`config.mk`:
```
export PLATFORM = sky130hd
export DESIGN_NAME = playback_ring_occupancy_tracker_flat
export DESIGN_NICKNAME = d
export VERILOG_FILES = /design/src/rtl/prot_pkg.sv /design/src/rtl/prot_cmd_if.sv /design/src/rtl/prot_res_if.sv /design/src/rtl/prot_front.sv /design/src/rtl/prot_queue.sv /design/src/rtl/prot_back.sv /design/src/rtl/playback_ring_occupancy_tracker.sv /design/src/flat_wrapper.sv
export SDC_FILE = /design/constraint.sdc
export NUM_CORES = 1
export LEC_CHECK = 0
export ABC_AREA = 1
export BUFFER_PORTS_ARGS = -buffer_cell sky130_fd_sc_hd__buf_2
export CAP_MARGIN = 5
export CORE_MARGIN = 2
export CORE_UTILIZATION = 58
export DETAILED_ROUTE_END_ITERATION = 12
export PLACE_DENSITY = 0.85
export SYNTH_ARGS = -nofsm -noshare
export SYNTH_HDL_FRONTEND = slang
export SYNTH_SLANG_ARGS = --single-unit
```
`constraint.sdc`:
```
create_clock -name clk_i -period 8.6 [get_ports clk_i]
set_clock_uncertainty 0.1 [all_clocks]
set_input_delay 1.29 -clock clk_i [delete_from_list [all_inputs] [get_ports clk_i]]
set_output_delay 1.29 -clock clk_i [all_outputs]
set_load 0.02 [all_outputs]
```
`src/rtl/prot_pkg.sv`:
```
package prot_pkg;

  localparam int unsigned BYTE_W = 17;
  localparam int unsigned POS_W  = 16;
  localparam int unsigned CNT_W  = 16;

  localparam logic [BYTE_W-1:0] THRESHOLD_RESET = 17'd32768;
  localparam logic [CNT_W-1:0]  CNT_MAX         = 16'hFFFF;

  typedef enum logic [1:0] {
    FUNC_QUEUE  = 2'd0,
    FUNC_REPORT = 2'd1,
    FUNC_START  = 2'd2,
    FUNC_STOP   = 2'd3
  } prot_func_e;

  typedef enum logic [1:0] {
    OUT_OK      = 2'd0,
    OUT_EMPTY   = 2'd1,
    OUT_DMA_ERR = 2'd2,
    OUT_STARTED = 2'd3
  } prot_outcome_e;

  // Command after classification by the front end
  typedef struct packed {
    prot_func_e        func;
    logic [BYTE_W-1:0] offered_fl;  // offered bytes rounded down to whole frames
    logic [POS_W-1:0]  rpos;        // read position already wrapped to the ring
    logic              pdone;
    logic              err;
    logic              dmode;
  } prot_op_t;

  typedef struct packed {
    logic [BYTE_W-1:0] accepted_bytes;
    logic [BYTE_W-1:0] queued_level;
    logic              is_running;
    prot_outcome_e     outcome;
    logic [CNT_W-1:0]  underruns_seen;
    logic              ack_period;
  } prot_res_t;

endpackage

```
`src/rtl/prot_cmd_if.sv`:
```
interface prot_cmd_if;
  logic        valid;
  logic        ready;
  logic [1:0]  func;
  logic [16:0] byte_count;
  logic [15:0] read_position;
  logic        period_done;
  logic        fifo_error;
  logic        descriptor_error;
  logic        drain_mode;

  modport source (
    output valid, func, byte_count, read_position, period_done, fifo_error,
           descriptor_error, drain_mode,
    input  ready
  );
  modport sink (
    input  valid, func, byte_count, read_position, period_done, fifo_error,
           descriptor_error, drain_mode,
    output ready
  );
endinterface

```
`src/rtl/prot_res_if.sv`:
```
interface prot_res_if;
  logic        valid;
  logic        ready;
  logic [16:0] accepted_bytes;
  logic [16:0] queued_level;
  logic        is_running;
  logic [1:0]  outcome;
  logic [15:0] underruns_seen;
  logic        ack_period;

  modport source (
    output valid, accepted_bytes, queued_level, is_running, outcome, underruns_seen,
           ack_period,
    input  ready
  );
  modport sink (
    input  valid, accepted_bytes, queued_level, is_running, outcome, underruns_seen,
           ack_period,
    output ready
  );
endinterface

```
`src/rtl/prot_front.sv`:
```
module prot_front import prot_pkg::*; #(
  parameter int unsigned RING_BYTES  = 65536,
  parameter int unsigned FRAME_BYTES = 4
) (
  prot_cmd_if.sink   cmd_i,
  input  logic       full_i,
  output logic       push_o,
  output prot_op_t   op_o
);

  // floor(x / d) as (x * ceil(2^S / d)) >> S, exact for x < 2^N when S = N + clog2(d)
  localparam int unsigned FS = BYTE_W + $clog2(FRAME_BYTES);
  localparam longint unsigned FRECIP_L = ((64'd1 << FS) + FRAME_BYTES - 1) / FRAME_BYTES;
  localparam logic [BYTE_W+1:0] FRECIP = (BYTE_W+2)'(FRECIP_L);

  localparam int unsigned RS = POS_W + $clog2(RING_BYTES);
  localparam longint unsigned RRECIP_L = ((64'd1 << RS) + RING_BYTES - 1) / RING_BYTES;
  localparam logic [POS_W+1:0] RRECIP = (POS_W+2)'(RRECIP_L);

  logic [2*BYTE_W+1:0] fprod;
  logic [BYTE_W-1:0]   fq;
  logic [2*POS_W+1:0]  rprod;
  logic [POS_W-1:0]    rq;
  logic [31:0]         rsub;

  always_comb begin
    fprod = cmd_i.byte_count * FRECIP;
    fq    = BYTE_W'(fprod >> FS);
    rprod = cmd_i.read_position * RRECIP;
    rq    = POS_W'(rprod >> RS);
    rsub  = 32'(cmd_i.read_position) - 32'(rq) * 32'(RING_BYTES);

    op_o.func       = prot_func_e'(cmd_i.func);
    op_o.offered_fl = BYTE_W'(32'(fq) * 32'(FRAME_BYTES));
    op_o.rpos       = POS_W'(rsub);
    op_o.pdone      = cmd_i.period_done;
    op_o.err        = cmd_i.fifo_error | cmd_i.descriptor_error;
    op_o.dmode      = cmd_i.drain_mode;
  end

  assign cmd_i.ready = ~full_i;
  assign push_o      = cmd_i.valid & ~full_i;

endmodule

```
`src/rtl/prot_queue.sv`:
```
module prot_queue import prot_pkg::*; (
  input  logic     clk_i,
  input  logic     rst_ni,
  input  logic     push_i,
  input  prot_op_t op_i,
  output logic     full_o,
  output logic     valid_o,
  output prot_op_t op_o,
  input  logic     pop_i
);

  prot_op_t   ent_q [2];
  logic       wr_q, wr_d;
  logic       rd_q, rd_d;
  logic [1:0] cnt_q, cnt_d;

  assign full_o  = (cnt_q == 2'd2);
  assign valid_o = (cnt_q != 2'd0);
  assign op_o    = ent_q[rd_q];

  always_comb begin
    wr_d  = wr_q ^ push_i;
    rd_d  = rd_q ^ pop_i;
    cnt_d = cnt_q + 2'(push_i) - 2'(pop_i);
  end

  always_ff @(posedge clk_i or negedge rst_ni) begin
    if (!rst_ni) begin
      wr_q  <= 1'b0;
      rd_q  <= 1'b0;
      cnt_q <= 2'd0;
    end else begin
      wr_q  <= wr_d;
      rd_q  <= rd_d;
      cnt_q <= cnt_d;
    end
  end

  always_ff @(posedge clk_i) begin
    if (push_i) begin
      ent_q[wr_q] <= op_i;
    end
  end

endmodule

```
`src/rtl/prot_back.sv`:
```
module prot_back import prot_pkg::*; #(
  parameter int unsigned RING_BYTES  = 65536,
  parameter int unsigned FRAME_BYTES = 4
) (
  input  logic              clk_i,
  input  logic              rst_ni,
  input  logic              cfg_we_i,
  input  logic [BYTE_W-1:0] cfg_wdata_i,
  input  logic              op_valid_i,
  input  prot_op_t          op_i,
  output logic              pop_o,
  prot_res_if.source        res_o
);

  localparam int unsigned QW = $clog2(RING_BYTES + 1);
  localparam int unsigned OW = $clog2(RING_BYTES);
  localparam int unsigned AW = (QW > BYTE_W) ? QW : BYTE_W;
  localparam logic [QW-1:0] RING_Q = QW'(RING_BYTES);

  localparam int unsigned FS = QW + $clog2(FRAME_BYTES);
  localparam longint unsigned FRECIP_L = ((64'd1 << FS) + FRAME_BYTES - 1) / FRAME_BYTES;
  localparam logic [QW+1:0] FRECIP = (QW+2)'(FRECIP_L);

  logic [BYTE_W-1:0] thr_q;
  logic [QW-1:0]     queued_q, queued_d;
  logic [OW-1:0]     last_q, last_d;
  logic              run_q, run_d;
  logic              drain_q, drain_d;
  logic [CNT_W-1:0]  under_q, under_d;
  logic              out_vld_q;
  prot_res_t         res_q, res_d;

  logic [QW-1:0]     room;
  logic [2*QW+1:0]   rprod;
  logic [QW-1:0]     room_fl;
  logic [AW-1:0]     acc;
  logic [OW-1:0]     rpos;
  logic [QW-1:0]     adv;
  logic              take;

  assign take  = op_valid_i & (~out_vld_q | res_o.ready);
  assign pop_o = take;

  always_comb begin
    queued_d = queued_q;
    last_d   = last_q;
    run_d    = run_q;
    drain_d  = drain_q;
    under_d  = under_q;
    res_d    = '0;
    acc      = '0;

    room    = RING_Q - queued_q;
    rprod   = room * FRECIP;
    room_fl = QW'(QW'(rprod >> FS) * FRAME_BYTES);
    rpos    = OW'(op_i.rpos);
    if (rpos >= last_q) begin
      adv = QW'(rpos - last_q);
    end else begin
      adv = RING_Q - QW'(last_q) + QW'(rpos);
    end
    if (adv == '0 && op_i.pdone) begin
      adv = RING_Q;
    end

    case (op_i.func)
      FUNC_QUEUE: begin
        if (!run_q && queued_q == '0) begin
          last_d = '0;
        end
        acc = (AW'(op_i.offered_fl) < AW'(room_fl)) ? AW'(op_i.offered_fl) : AW'(room_fl);
        queued_d = queued_q + QW'(acc);
        if (!run_q && AW'(queued_d) >= AW'(thr_q)) begin
          last_d           = '0;
          run_d            = 1'b1;
          res_d.outcome    = OUT_STARTED;
          res_d.ack_period = 1'b1;
        end
      end
      FUNC_REPORT: begin
        if (run_q) begin
          if (op_i.err) begin
            queued_d         = '0;
            last_d           = '0;
            run_d            = 1'b0;
            res_d.outcome    = OUT_DMA_ERR;
            res_d.ack_period = 1'b1;
          end else begin
            res_d.ack_period = op_i.pdone;
            last_d           = rpos;
            if (adv != '0) begin
              if (adv >= queued_q) begin
                if (!drain_q && under_q != CNT_MAX) begin
                  under_d = under_q + CNT_W'(1);
                end
                queued_d         = '0;
                last_d           = '0;
                run_d            = 1'b0;
                res_d.outcome    = OUT_EMPTY;
                res_d.ack_period = 1'b1;
              end else begin
                queued_d = queued_q - adv;
              end
            end
          end
        end
      end
      FUNC_START: begin
        drain_d = op_i.dmode;
        if (!run_q) begin
          last_d           = '0;
          run_d            = 1'b1;
          res_d.outcome    = OUT_STARTED;
          res_d.ack_period = 1'b1;
        end
      end
      default: begin
        queued_d         = '0;
        last_d           = '0;
        run_d            = 1'b0;
        drain_d          = 1'b0;
        res_d.ack_period = 1'b1;
      end
    endcase

    res_d.accepted_bytes = BYTE_W'(acc);
    res_d.queued_level   = BYTE_W'(queued_d);
    res_d.is_running     = run_d;
    res_d.underruns_seen = under_d;
  end

  always_ff @(posedge clk_i or negedge rst_ni) begin
    if (!rst_ni) begin
      thr_q     <= THRESHOLD_RESET;
      queued_q  <= '0;
      last_q    <= '0;
      run_q     <= 1'b0;
      drain_q   <= 1'b0;
      under_q   <= '0;
      out_vld_q <= 1'b0;
    end else begin
      if (cfg_we_i) begin
        thr_q <= cfg_wdata_i;
      end
      if (take) begin
        queued_q <= queued_d;
        last_q   <= last_d;
        run_q    <= run_d;
        drain_q  <= drain_d;
        under_q  <= under_d;
      end
      if (take) begin
        out_vld_q <= 1'b1;
      end else if (res_o.ready) begin
        out_vld_q <= 1'b0;
      end
    end
  end

  always_ff @(posedge clk_i) begin
    if (take) begin
      res_q <= res_d;
    end
  end

  assign res_o.valid          = out_vld_q;
  assign res_o.accepted_bytes = res_q.accepted_bytes;
  assign res_o.queued_level   = res_q.queued_level;
  assign res_o.is_running     = res_q.is_running;
  assign res_o.outcome        = res_q.outcome;
  assign res_o.underruns_seen = res_q.underruns_seen;
  assign res_o.ack_period     = res_q.ack_period;

endmodule

```
`src/rtl/playback_ring_occupancy_tracker.sv`:
```
// Occupancy accounting for a circular playback DMA ring.
//
// cmd_i carries one command per beat (queue bytes, position report, start,
// stop and clear); res_o returns exactly one result beat per command, in
// order. Both are valid/ready channels; a beat moves when both are high.
// cfg_we_i/cfg_wdata_i write the auto-start threshold in any cycle.
//
// A command beat lands in a two-entry queue; the state unit takes the queue
// head and registers its result, so a command passes through a queue entry
// and then the result register. With res_o.ready held high the block moves
// one beat per cycle on both sides. If the receiver stalls, the result
// register holds, the queue fills, and cmd_i.ready drops once two commands
// are waiting; it rises again in the cycle after a result beat is taken.
// The critical path is the frame round-down of the free space (one constant
// multiply) feeding the min, the add and the threshold compare.
//
// Reset clears all accounting state and empties the queue; the threshold
// returns to 32768 bytes.
module playback_ring_occupancy_tracker import prot_pkg::*; #(
  parameter int unsigned RING_BYTES  = 65536,
  parameter int unsigned FRAME_BYTES = 4
) (
  input  logic              clk_i,
  input  logic              rst_ni,
  input  logic              cfg_we_i,
  input  logic [BYTE_W-1:0] cfg_wdata_i,
  prot_cmd_if.sink          cmd_i,
  prot_res_if.source        res_o
);

  logic     push;
  logic     full;
  logic     q_valid;
  logic     pop;
  prot_op_t op_in;
  prot_op_t op_head;

  prot_front #(
    .RING_BYTES (RING_BYTES),
    .FRAME_BYTES(FRAME_BYTES)
  ) u_front (
    .cmd_i (cmd_i),
    .full_i(full),
    .push_o(push),
    .op_o  (op_in)
  );

  prot_queue u_queue (
    .clk_i  (clk_i),
    .rst_ni (rst_ni),
    .push_i (push),
    .op_i   (op_in),
    .full_o (full),
    .valid_o(q_valid),
    .op_o   (op_head),
    .pop_i  (pop)
  );

  prot_back #(
    .RING_BYTES (RING_BYTES),
    .FRAME_BYTES(FRAME_BYTES)
  ) u_back (
    .clk_i      (clk_i),
    .rst_ni     (rst_ni),
    .cfg_we_i   (cfg_we_i),
    .cfg_wdata_i(cfg_wdata_i),
    .op_valid_i (q_valid),
    .op_i       (op_head),
    .pop_o      (pop),
    .res_o      (res_o)
  );

`ifndef NO_ASSERTIONS
  a_start_runs: assert property (@(posedge clk_i) disable iff (!rst_ni)
    res_o.valid && res_o.outcome == OUT_STARTED |-> res_o.is_running)
    else $error("start result without running");

  a_stop_clears: assert property (@(posedge clk_i) disable iff (!rst_ni)
    res_o.valid && (res_o.outcome == OUT_EMPTY || res_o.outcome == OUT_DMA_ERR)
      |-> !res_o.is_running && res_o.queued_level == '0)
    else $error("stop result with ring not cleared");

  a_change_acks: assert property (@(posedge clk_i) disable iff (!rst_ni)
    res_o.valid && res_o.outcome != OUT_OK |-> res_o.ack_period)
    else $error("run state change without status clear");

  a_full_has_head: assert property (@(posedge clk_i) disable iff (!rst_ni)
    !cmd_i.ready |-> q_valid && !pop || res_o.valid)
    else $error("command side stalled with nothing pending");
`endif

endmodule

```
`src/flat_wrapper.sv`:
```
// flat-port wrapper written by rule: the top's interface ports become plain ports
module playback_ring_occupancy_tracker_flat import prot_pkg::*;
#(
  parameter int unsigned RING_BYTES  = 65536,
  parameter int unsigned FRAME_BYTES = 4
)
  (clk_i, rst_ni, cfg_we_i, cfg_wdata_i, cmd_i_valid, cmd_i_func, cmd_i_byte_count, cmd_i_read_position, cmd_i_period_done, cmd_i_fifo_error, cmd_i_descriptor_error, cmd_i_drain_mode, cmd_i_ready, res_o_valid, res_o_accepted_bytes, res_o_queued_level, res_o_is_running, res_o_outcome, res_o_underruns_seen, res_o_ack_period, res_o_ready);
  prot_cmd_if cmd_i_i ();
  prot_res_if res_o_i ();
  input  logic clk_i;
  input  logic rst_ni;
  input  logic cfg_we_i;
  input  logic [BYTE_W-1:0] cfg_wdata_i;
  input wire logic [$bits(cmd_i_i.valid)-1:0] cmd_i_valid;
  input wire logic [$bits(cmd_i_i.func)-1:0] cmd_i_func;
  input wire logic [$bits(cmd_i_i.byte_count)-1:0] cmd_i_byte_count;
  input wire logic [$bits(cmd_i_i.read_position)-1:0] cmd_i_read_position;
  input wire logic [$bits(cmd_i_i.period_done)-1:0] cmd_i_period_done;
  input wire logic [$bits(cmd_i_i.fifo_error)-1:0] cmd_i_fifo_error;
  input wire logic [$bits(cmd_i_i.descriptor_error)-1:0] cmd_i_descriptor_error;
  input wire logic [$bits(cmd_i_i.drain_mode)-1:0] cmd_i_drain_mode;
  output wire logic [$bits(cmd_i_i.ready)-1:0] cmd_i_ready;
  output wire logic [$bits(res_o_i.valid)-1:0] res_o_valid;
  output wire logic [$bits(res_o_i.accepted_bytes)-1:0] res_o_accepted_bytes;
  output wire logic [$bits(res_o_i.queued_level)-1:0] res_o_queued_level;
  output wire logic [$bits(res_o_i.is_running)-1:0] res_o_is_running;
  output wire logic [$bits(res_o_i.outcome)-1:0] res_o_outcome;
  output wire logic [$bits(res_o_i.underruns_seen)-1:0] res_o_underruns_seen;
  output wire logic [$bits(res_o_i.ack_period)-1:0] res_o_ack_period;
  input wire logic [$bits(res_o_i.ready)-1:0] res_o_ready;
  assign cmd_i_i.valid = cmd_i_valid;
  assign cmd_i_i.func = cmd_i_func;
  assign cmd_i_i.byte_count = cmd_i_byte_count;
  assign cmd_i_i.read_position = cmd_i_read_position;
  assign cmd_i_i.period_done = cmd_i_period_done;
  assign cmd_i_i.fifo_error = cmd_i_fifo_error;
  assign cmd_i_i.descriptor_error = cmd_i_descriptor_error;
  assign cmd_i_i.drain_mode = cmd_i_drain_mode;
  assign cmd_i_ready = cmd_i_i.ready;
  assign res_o_valid = res_o_i.valid;
  assign res_o_accepted_bytes = res_o_i.accepted_bytes;
  assign res_o_queued_level = res_o_i.queued_level;
  assign res_o_is_running = res_o_i.is_running;
  assign res_o_outcome = res_o_i.outcome;
  assign res_o_underruns_seen = res_o_i.underruns_seen;
  assign res_o_ack_period = res_o_i.ack_period;
  assign res_o_i.ready = res_o_ready;
  playback_ring_occupancy_tracker #(.RING_BYTES(RING_BYTES), .FRAME_BYTES(FRAME_BYTES)) u_core (.clk_i(clk_i), .rst_ni(rst_ni), .cfg_we_i(cfg_we_i), .cfg_wdata_i(cfg_wdata_i), .cmd_i(cmd_i_i), .res_o(res_o_i));
endmodule
```
-- Word level (Yosys, flattened, before mapping)
Memories as Yosys holds them, arrays and structs flattened.
Cells that the tools add are included.
- output and inout bits: 56
- register bits after elaboration: 127
- memories kept: 1
- input bits: 61
- word-level logic and storage cells: 108
- bits in writable memories: 72
- memories (memory ; depth ; width ; read ports ; clocked after memory_dff ; write ports ; RTL line ; RTL):
    u_core.u_queue.ent_q ; 2 ; 36 ; 1 ; 0 ; 1 ; prot_queue.sv:12 ; prot_op_t ent_q [2];
- add/subtract/negate cells: 9
- reduce and logical (&&, ||, !) cells: 15
- $lt $le $gt $ge: 4
- mux-type cells: 47
- bitwise operators: 9
- eq/ne operators: 7
- operators with widths (cell ; count):
    16-bit two-way mux ; 13
    17-bit two-way mux ; 7
    17-bit one-hot mux with 3 select lines ; 1
    16-bit one-hot mux with 3 select lines ; 1
    17-bit >= comparator ; 2
    17-bit zero test ; 2
    17-bit by 16-bit adder with 17-bit output ; 1
    17-bit adder ; 1
    17-bit less-than comparator ; 1
    1-bit two-way mux ; 17
    17-bit nonzero test ; 1
    16-bit by 16-bit subtractor with 17-bit output ; 1
    17-bit by 16-bit subtractor with 17-bit output (first input constant) ; 1
    17-bit subtractor ; 1
    17-bit subtractor (first input constant) ; 1
    16-bit by 1-bit adder with 16-bit output (second input constant) ; 1
    16-bit >= comparator ; 1
    16-bit inequality test (second input constant) ; 1
    2-bit two-way mux ; 4
    1-bit one-hot mux with 3 select lines ; 2
    2-bit one-hot mux with 3 select lines ; 1
    2-bit equality test (second input constant) ; 2
    1-bit logical AND ; 4
    2-bit inequality test (second input constant) ; 2
    15 further kinds ; 22

-- Logic depth before layout (Yosys ltp)
Gate-level depths: netlist of the first run.
- word-level depth: 12
- depth in mapped cells: 45
- gate-level depth less buffers: 43

-- Hierarchy
A second synthesis of the first run with hierarchy kept.
- cell total of the unflattened synthesis: 1615
- area, all modules: 13025.0 µm²
- modules (own cells, without submodules) (module ; times used ; area each (µm²) ; cells each ; seq. area each (µm²)):
    prot_back ; 1 ; 9685.5 ; 1349 ; 3349.5
    prot_queue ; 1 ; 3032.9 ; 222 ; 2382.3
    prot_front ; 1 ; 306.5 ; 44 ; 0.0

-- Least setup slack after synthesis of the first run
OpenSTA, ideal clock, no wires.
- path type: register to register
- from: register u_core.u_back.queued_q[1]
- to: register u_core.u_back.last_q[10]
- data required time: 8.417 ns
- setup slack: 1.739 ns
- stages on the path, launching flop included: 44
- clock period less this slack: 6.861 ns
- setup time: 0.083 ns
- buffers on the path: 2
- data arrival time: 6.678 ns
- path through: dfrtp_1 nor2_1 nand2_1 nor2_1 nand2_1 nor2_1 nand4_1 nor2_1 nand2_1 nor2_1 nand2_1 nor2_1 nand2_1 nor2_1 ha_1 ha_1 a21oi_1 o221a_2 [... 8 more ...] nor2_1 o21ai_0 a21boi_0 o21ai_0 xor2_1 ha_1 inv_1 nor3_1 nor3b_1 nand4_1 nand4_1 nor2_1 nor2_1 o21ai_0 nor3_4 buf_6 nand2_1 o21ai_0
- cells in the longest elaborated chain, start to end: 8
- elaborated cells between the ends (all ways): 17
- classes of those cells: add/sub: 2; order compare: 3; eq/ne: 1; mux: 7; reduce/logical: 4
- ends and longest elaborated chain (item ; RTL line ; RTL):
    start, declared ; prot_back.sv:25 ; logic [QW-1:0] queued_q, queued_d;
    start signal, assigned ; prot_back.sv:146 ; queued_q <= queued_d;
    17-bit subtractor ; prot_back.sv:53 ; room = RING_Q - queued_q;
    17-bit less-than comparator ; prot_back.sv:71 ; acc = (AW'(op_i.offered_fl) < AW'(room_fl)) ? AW'(op_i.offered_fl) : AW'(room_fl);
    17-bit two-way mux ; prot_back.sv:71 ;
    17-bit adder ; prot_back.sv:72 ; queued_d = queued_q + QW'(acc);
    17-bit >= comparator ; prot_back.sv:73 ; if (!run_q && AW'(queued_d) >= AW'(thr_q)) begin
    1-bit logical AND ; prot_back.sv:73 ;
    3-bit inequality test (no source line) or 16-bit two-way mux (tied branches) ; n/a ;
    4-bit AND reduction (no source line) or 16-bit one-hot mux with 3 select lines (tied branches) ; n/a ;
    end signal, assigned ; prot_back.sv:147 ; last_q <= last_d;
    end, declared ; prot_back.sv:26 ; logic [OW-1:0] last_q, last_d;
Parallel ways exist; a longest one is shown, timed or not. The select of a mux whose other input is x is not followed.
A chain may end at the register's enable or synchronous reset.

-- Worst setup path in the final report of the first run
- from: register u_core.u_back.queued_q[1]
- to: register u_core.u_back.last_q[1]
Same word-level chain as after synthesis.

==> results.md, run 1 <==
* Status: finished, final reports clean
* Vias in the first global route at 9,640
* Crit path buf inv count at 4
* All-Layer GR Usage at 26.3%
* Area growth syn-to-layout at 11.9%
* Critical path arrival at 8.38 ns
* Initial antenna violation count at 0
* Die X at about 150 um
* Most common cell after layout, fill and taps aside: nand2_1
* Synthesized cell area at 0.0123 sq mm
* # fillers at 1,796
* Post-route ant nets at 0
* Final min period at roughly 8.1 ns
* Hold buffer count at CTS at 0
* Via density at ~5.4
* Post-synth top area cell: edfxtp_1
* GRT busiest layer: met2
* CTS Sinks at 197
* First-pass GRT wire length at 46.3 mm
* Post-DP HPWL at roughly 22 mm
* Routed WL at between 20 and 30 mm
* Die area at 0.0224 sq mm
* TritonCTS clock tree: yes
* #FFs+latches synth at about 200
* Slew HR at around 27%
* Worst-path clk slew at 0.07 ns
* Setup TNS Final at 0 ns
* Final critical-path share of the clock period at 94.7%
* Htree depth at 4
* Delay-heaviest family, CP: simple AND/OR/NAND/NOR gates
* Startpoint types: flip-flop
* GR Util met3 at 4.51%
* Max Buffers Root-to-Sink at 2
* Final GP Congestion at 0.971
* Met2 Usage GRT at 43.3%
* I/O pins at 117
* Crit path kind: flip-flop to flip-flop
* Worst Hold Class: flip-flop to flip-flop
* Synth top area share at 30.2%
* Sequential-to-total area share from yosys stat at 45.0%
* Required time worst endpoint at 8.84 ns
* Crit-path max FO at 16
* CP max stage cell: dfrtp_2
* Total grt overflow at 0
* Peak Freq at 0.123 GHz
* Final Max Slew Viols at 0
* Core area at 0.0210 sq mm
* Pin count of the biggest net entering global routing at 93
* Clk Latency, worst-skew pair at 0.44 ns
* ANT cells at 0
* Die Y at 150 um
* Site row count at 53
* Iter 0 DRT Violations at 886
* Post-synth cell types at 55
* Most used cell, CP: nor2_1
* Met1 global-route usage at 34.9%
* Initial Util at roughly 59%
* DR WL/cell at 15.1 um
* Share of cells above drive strength 1 at between 10% and 20%
* CP endpoint kind: flip-flop
* Ys Warns at 0
* Avg Inst Size Synth at a little over 8 sq um
* Synth top area cells: edfxtp_1 30%, nand2_1 16%, dfrtp_1 15%
* Fin nets at between 1,500 and 2,000
* DRC Markers at 0
* Max cap viols at 0
* Max stage delay on crit path at 0.47 ns
* 1st-pass router iterations at 5
* Total clock buffers created by CTS at 17
* # setup viols final at 0
* Port-buffer cells at 112
* Most frequent cells in the layout: 522 x nand2_1, 209 x inv_1, 124 x edfxtp_1, 112 x buf_2, 87 x o21ai_0
* Final hold violation count at 0
* Gate Count Post-Synth at 1,523
* Worst Max-Slew Pin Slew at around 1.1 ns
* Root buffer cell: clkbuf_16
* Vias post-DR at 10,377
[worst reg2reg max path: cells and delay by family, from the launching register on]
family	cells	cell delay, ns
DFF	1	0.47
buffers and inverters	4	0.61
adders and majority gates	4	1.28
xor gates and xnor gates	1	0.34
and+or+nand+nor	26	4.10
AOI/OAI and AO/OA	7	1.19
[logic make-up after synthesis]
family / count (synthesis) / share of synthesized area (%)
simple gates: 762 / 26.2
mux: 1 / 0.0913
other cells: 1 / 0.0304
buf+inv: 247 / 8.28
compound gates: 183 / 8.04
fa+ha+maj: 87 / 9.01
flops: 197 / 45.0
xor+xnor: 45 / 3.26
[layer usage]
layer / share of wire (%) / vias to the layer above / wire length [um]
met1: 43 / 4758 / 12600
met4: 3.8 / 0 / 1120
met5: 0 / - / 0
met3: 6.2 / 76 / 1800
li1: - / 5173 / -
met2: 47 / 370 / 13700
[what timing repair did]
item,4_1_cts,5_1_grt
resized for setup,1,17
pin swaps,0,4
setup buffers,0,7
setup endpoints to repair,1,21
endpoints found under the hold margin,0,0
gates cloned,0,2
[state kept, by name, indices dropped and copies added, names as in the netlist]
signal / count
u_core.u_back.drain_q: 1
u_core.u_back.last_q: 16
u_core.u_back.queued_q: 17
u_core.u_back.res_o.accepted_bytes: 15
u_core.u_back.res_o.ack_period: 1
u_core.u_back.res_o.is_running: 1
u_core.u_back.res_o.outcome: 2
u_core.u_back.res_o.queued_level: 17
u_core.u_back.res_o.underruns_seen: 16
u_core.u_back.res_o.valid: 1
u_core.u_back.run_q: 1
u_core.u_back.thr_q: 17
u_core.u_back.under_q: 16
u_core.u_queue.cnt_q: 2
u_core.u_queue.ent_q: 72
u_core.u_queue.rd_q: 1
u_core.u_queue.wr_q: 1
[stage by stage]
stage | utilization [%] | cells | cell area [sq um] | setup WS, ns | hold slack (ns)
2_1_floorplan | - | 1524 | 12300 | 1.74 | 0.355
3_3_place_gp | 62.6 | 1890 | 13100 | 0.449 | 0.378
3_5_place_dp | 62.6 | 1890 | 13100 | 0.00561 | 0.382
4_1_cts | 65.4 | 1922 | 13700 | 0.184 | 0.403
5_1_grt | 65.8 | 1931 | 13800 | -0.172 | 0.452
6_report | 65.8 | 1931 | 13800 | 0.458 | 0.405
[area by class of cell]
cell class / count / area, sq um / area share [%]
Timing Repair Buffer: 128 / 681 / 4.94
Inverter: 217 / 827 / 6.00
Tap cell: 275 / 344 / 2.49
Clock buffer: 17 / 425 / 3.08
Timing Repair inverter: 2 / 15.0 / 0.109
Multi-Input combinational cell: 1080 / 5780 / 41.9
Sequential cell: 197 / 5550 / 40.3
Clock inverter: 15 / 168 / 1.22
[path summary, 6_finish.rpt]
kind                                                start                   endpoint  slack (ns)  cells past startpoint
worst max-delay path            u_core.u_back.queued_q[1]    u_core.u_back.last_q[1]        0.46                     42
worst min-delay path              u_core.u_back.last_q[0]    u_core.u_back.last_q[0]        0.40                      2
worst max register to register  u_core.u_back.queued_q[1]    u_core.u_back.last_q[1]        0.46                     42
worst min register to register    u_core.u_back.last_q[0]    u_core.u_back.last_q[0]        0.40                      2
max in group asynchronous                          rst_ni  u_core.u_back.queued_q[1]        6.72                      2
min in group asynchronous                          rst_ni    u_core.u_back.thr_q[16]        0.98                      2
[cells in the mapped netlist, drive strengths merged]
cell,instances
nand2,542
inv,216
edfxtp,124
o21ai,100
nor2,89
ha,84
dfrtp,72
nand3,72
a21oi,52
xor2,24
clkbuf,23
nor3,21
xnor2,21
nand4,20
or2,8
buf,7
a31oi,6
and2,6
o211ai,5
a21boi,4
a21o,4
fa,3
o22ai,3
a211oi,2
nor4,2
o31ai,2
a22oi,1
clkinv,1
conb,1
dfstp,1
mux2,1
nand3b,1
nor3b,1
o21a,1
o21bai,1
o221a,1
o32ai,1
Power of run 1 is left out: the tool's default activity adds up to more than one toggle a clock period on the data nets, which glitch-free logic cannot reach.
==> run 2, diff against run 1 <==
==> constraint.sdc (replaced) <==
create_clock -name clk_i -period 10.6 [get_ports clk_i]
set_clock_uncertainty 0.1 [all_clocks]
set_input_delay 1.59 -clock clk_i [delete_from_list [all_inputs] [get_ports clk_i]]
set_output_delay 1.59 -clock clk_i [all_outputs]
set_load 0.01 [all_outputs]
==> run 2 against run 1 <==
- non-clock buffer count shrank 9
- register-to-register slack improved by 1.3 ns
- cell area shrank 0.80%
- fmax decreased by 8.1%
- via count shrank 0.82%
- wire length down 1.6%
==> results.md, run 2 (synthesized netlist as in run 1, its figures left out) <==
* Status: finished, final reports clean (unchanged)
* Pin count of the biggest net entering global routing at 93 (unchanged)
* Post-DP HPWL at 21.6 mm (about the same)
* Worst-path clk slew at 0.09 ns (was 0.07 ns)
* Placed cell area at 0.0131 sq mm (about the same)
* Post-CTS setup buffer count at 0 (unchanged)
* Most common cell after layout, fill and taps aside: nand2_1 (unchanged)
* CP max stage cell: nor3_4 (was dfrtp_2)
* # setup viols final at 0 (unchanged)
* Startpoint types: flip-flop (unchanged)
* Initial antenna violation count at 0 (unchanged)
* Initial Util at 58.8% (unchanged)
* Startpoint of the worst hold path: u_core.u_back.last_q[0] (unchanged)
* Hold Path Depth at 2 (unchanged)
* Slew HR at 26.2% (was 27.0%)
* Required time worst endpoint at 10.85 ns (was 8.84 ns)
* Final Max Slew Viols at 0 (unchanged)
* 1st-pass router iterations at 5 (unchanged)
* Root buffer cell: clkbuf_16 (unchanged)
* Hold buffer count at CTS at 0 (unchanged)
* Most used cell, CP: nor2_1 (unchanged)
* Site row count at 53 (unchanged)
* Final GP Congestion at 0.951 (was 0.971)
* Critical path arrival at 9.11 ns (was 8.38 ns)
* Area growth syn-to-layout at 11.0% (was 11.9%)
* Most frequent cells in the layout: 523 x nand2_1, 211 x inv_1, 124 x edfxtp_1, 112 x buf_2, 93 x o21ai_0 (was 522 x nand2_1, 209 x inv_1, 124 x edfxtp_1, 112 x buf_2, 87 x o21ai_0)
* Worst Hold Class: flip-flop to flip-flop (unchanged)
* Setup TNS Final at 0 ns (unchanged)
* TritonCTS clock tree: yes (unchanged)
* Routed WL at 28.7 mm (was 29.1 mm)
* First-pass GRT wire length at 46.4 mm (was 46.3 mm)
* CTS Sinks at 197 (unchanged)
* Worst r2r src: u_core.u_back.queued_q[1] (unchanged)
* Crit path kind: flip-flop to flip-flop (unchanged)
* ANT cells at 0 (unchanged)
* Worst Max-Slew Pin Slew at 1.10 ns (was 1.09 ns)
* DR WL/cell at 14.9 um (was 15.1 um)
* Post-route cell area at 0.0137 sq mm (was 0.0138 sq mm)
* Die X at 150 um (unchanged)
* Crit-path max FO at 26 (was 16)
* Port-buffer cells at 112 (unchanged)
* Post-route ant nets at 0 (unchanged)
* Clk Latency, worst-skew pair at 0.45 ns (was 0.44 ns)
* Vias in the first global route at 9,813 (was 9,640)
* Final critical-path share of the clock period at 83.5% (was 94.7%)
* Vias post-DR at 10,292 (was 10,377)
* Fin nets at 1,780 (was 1,791)
* Fin Hold WS at 0.401 ns (was 0.405 ns)
* Crit path from: u_core.u_back.queued_q[1] (unchanged)
* Peak Freq at 0.113 GHz (was 0.123 GHz)
* Die area at 0.0224 sq mm (unchanged)
* Die Y at 150 um (unchanged)
* FF-to-FF path depth at 41 (was 42)
* Core area at 0.0210 sq mm (unchanged)
* Max stage delay on crit path at 0.60 ns (was 0.47 ns)
* DRC Markers at 0 (unchanged)
* Placed insts at 1,888 (was 1,890)
* Number of flip-flops in the largest register at 72 (unchanged)
* I/O pins at 117 (unchanged)
* Post_cts resized at 0 (was 1)
* Iter 0 DRT Violations at 756 (was 886)
* Share of cells above drive strength 1 at 12.6% (was 13.7%)
* Total grt overflow at 0 (unchanged)
* Final min period at 8.86 ns (was 8.14 ns)
* Non-filler cells, final at 1,920 (was 1,931)
* Largest register by flop count: u_core.u_queue.ent_q (unchanged)
* Total clock buffers created by CTS at 17 (unchanged)
* Via density at 5.36 (was 5.37)
* All-Layer GR Usage at 26.4% (was 26.3%)
* RSZ-0062 raised after global routing: false
* Htree depth at 4 (unchanged)
* Final hold violation count at 0 (unchanged)
* Max cap viols at 0 (unchanged)
* CP endpoint kind: flip-flop (unchanged)
* Max Buffers Root-to-Sink at 2 (unchanged)
-- run 2: through the flow --
step	worst slack [ns]	utilization [%]
6_report	1.74	65.3
5_1_grt	0.794	65.3
4_1_cts	1.88	65.3
3_5_place_dp	1.91	62.5
3_3_place_gp	2.22	62.5
2_1_floorplan	3.74	-
-- run 2: final timing paths --
kind | to | slack (ns)
worst max-delay path | u_core.u_back.last_q[8] | 1.74
worst min-delay path | u_core.u_back.last_q[0] | 0.40
worst max register to register | u_core.u_back.last_q[8] | 1.74
worst min register to register | u_core.u_back.last_q[0] | 0.40
max in group asynchronous | u_core.u_queue.wr_q | 8.48
min in group asynchronous | u_core.u_back.thr_q[10] | 1.27
-- run 2: metal layers --
metal	up-vias	part of all wire [%]	GRT usage (%)	wire length (um)
met3	63	6.0	3.99	1730
met2	393	48	44.4	13700
li1	5136	-	-	-
met1	4700	43	34.7	12500
met4	0	2.6	9.67	758
met5	-	0	0	0
-- run 2: layout make-up --
cell class | instances | area, sq um
fillers | 1734 | 7270
clock inverters | 13 | 134
inverters | 217 | 823
flip-flops and latches | 197 | 5550
multi-input cells | 1080 | 5760
well taps | 275 | 344
repair buffers | 119 | 613
clock buffers | 19 | 454
-- run 2: critical path: cells and delay by family, from the launching register on --
kind | cells | cell delay, ns
and+or+nand+nor | 25 | 4.32
AOI/OAI and AO/OA | 8 | 1.51
adders and majority gates | 4 | 1.29
buffers and inverters | 3 | 0.70
DFF | 1 | 0.48
xor gates and xnor gates | 1 | 0.34
Power of run 2 is left out for the same reason.
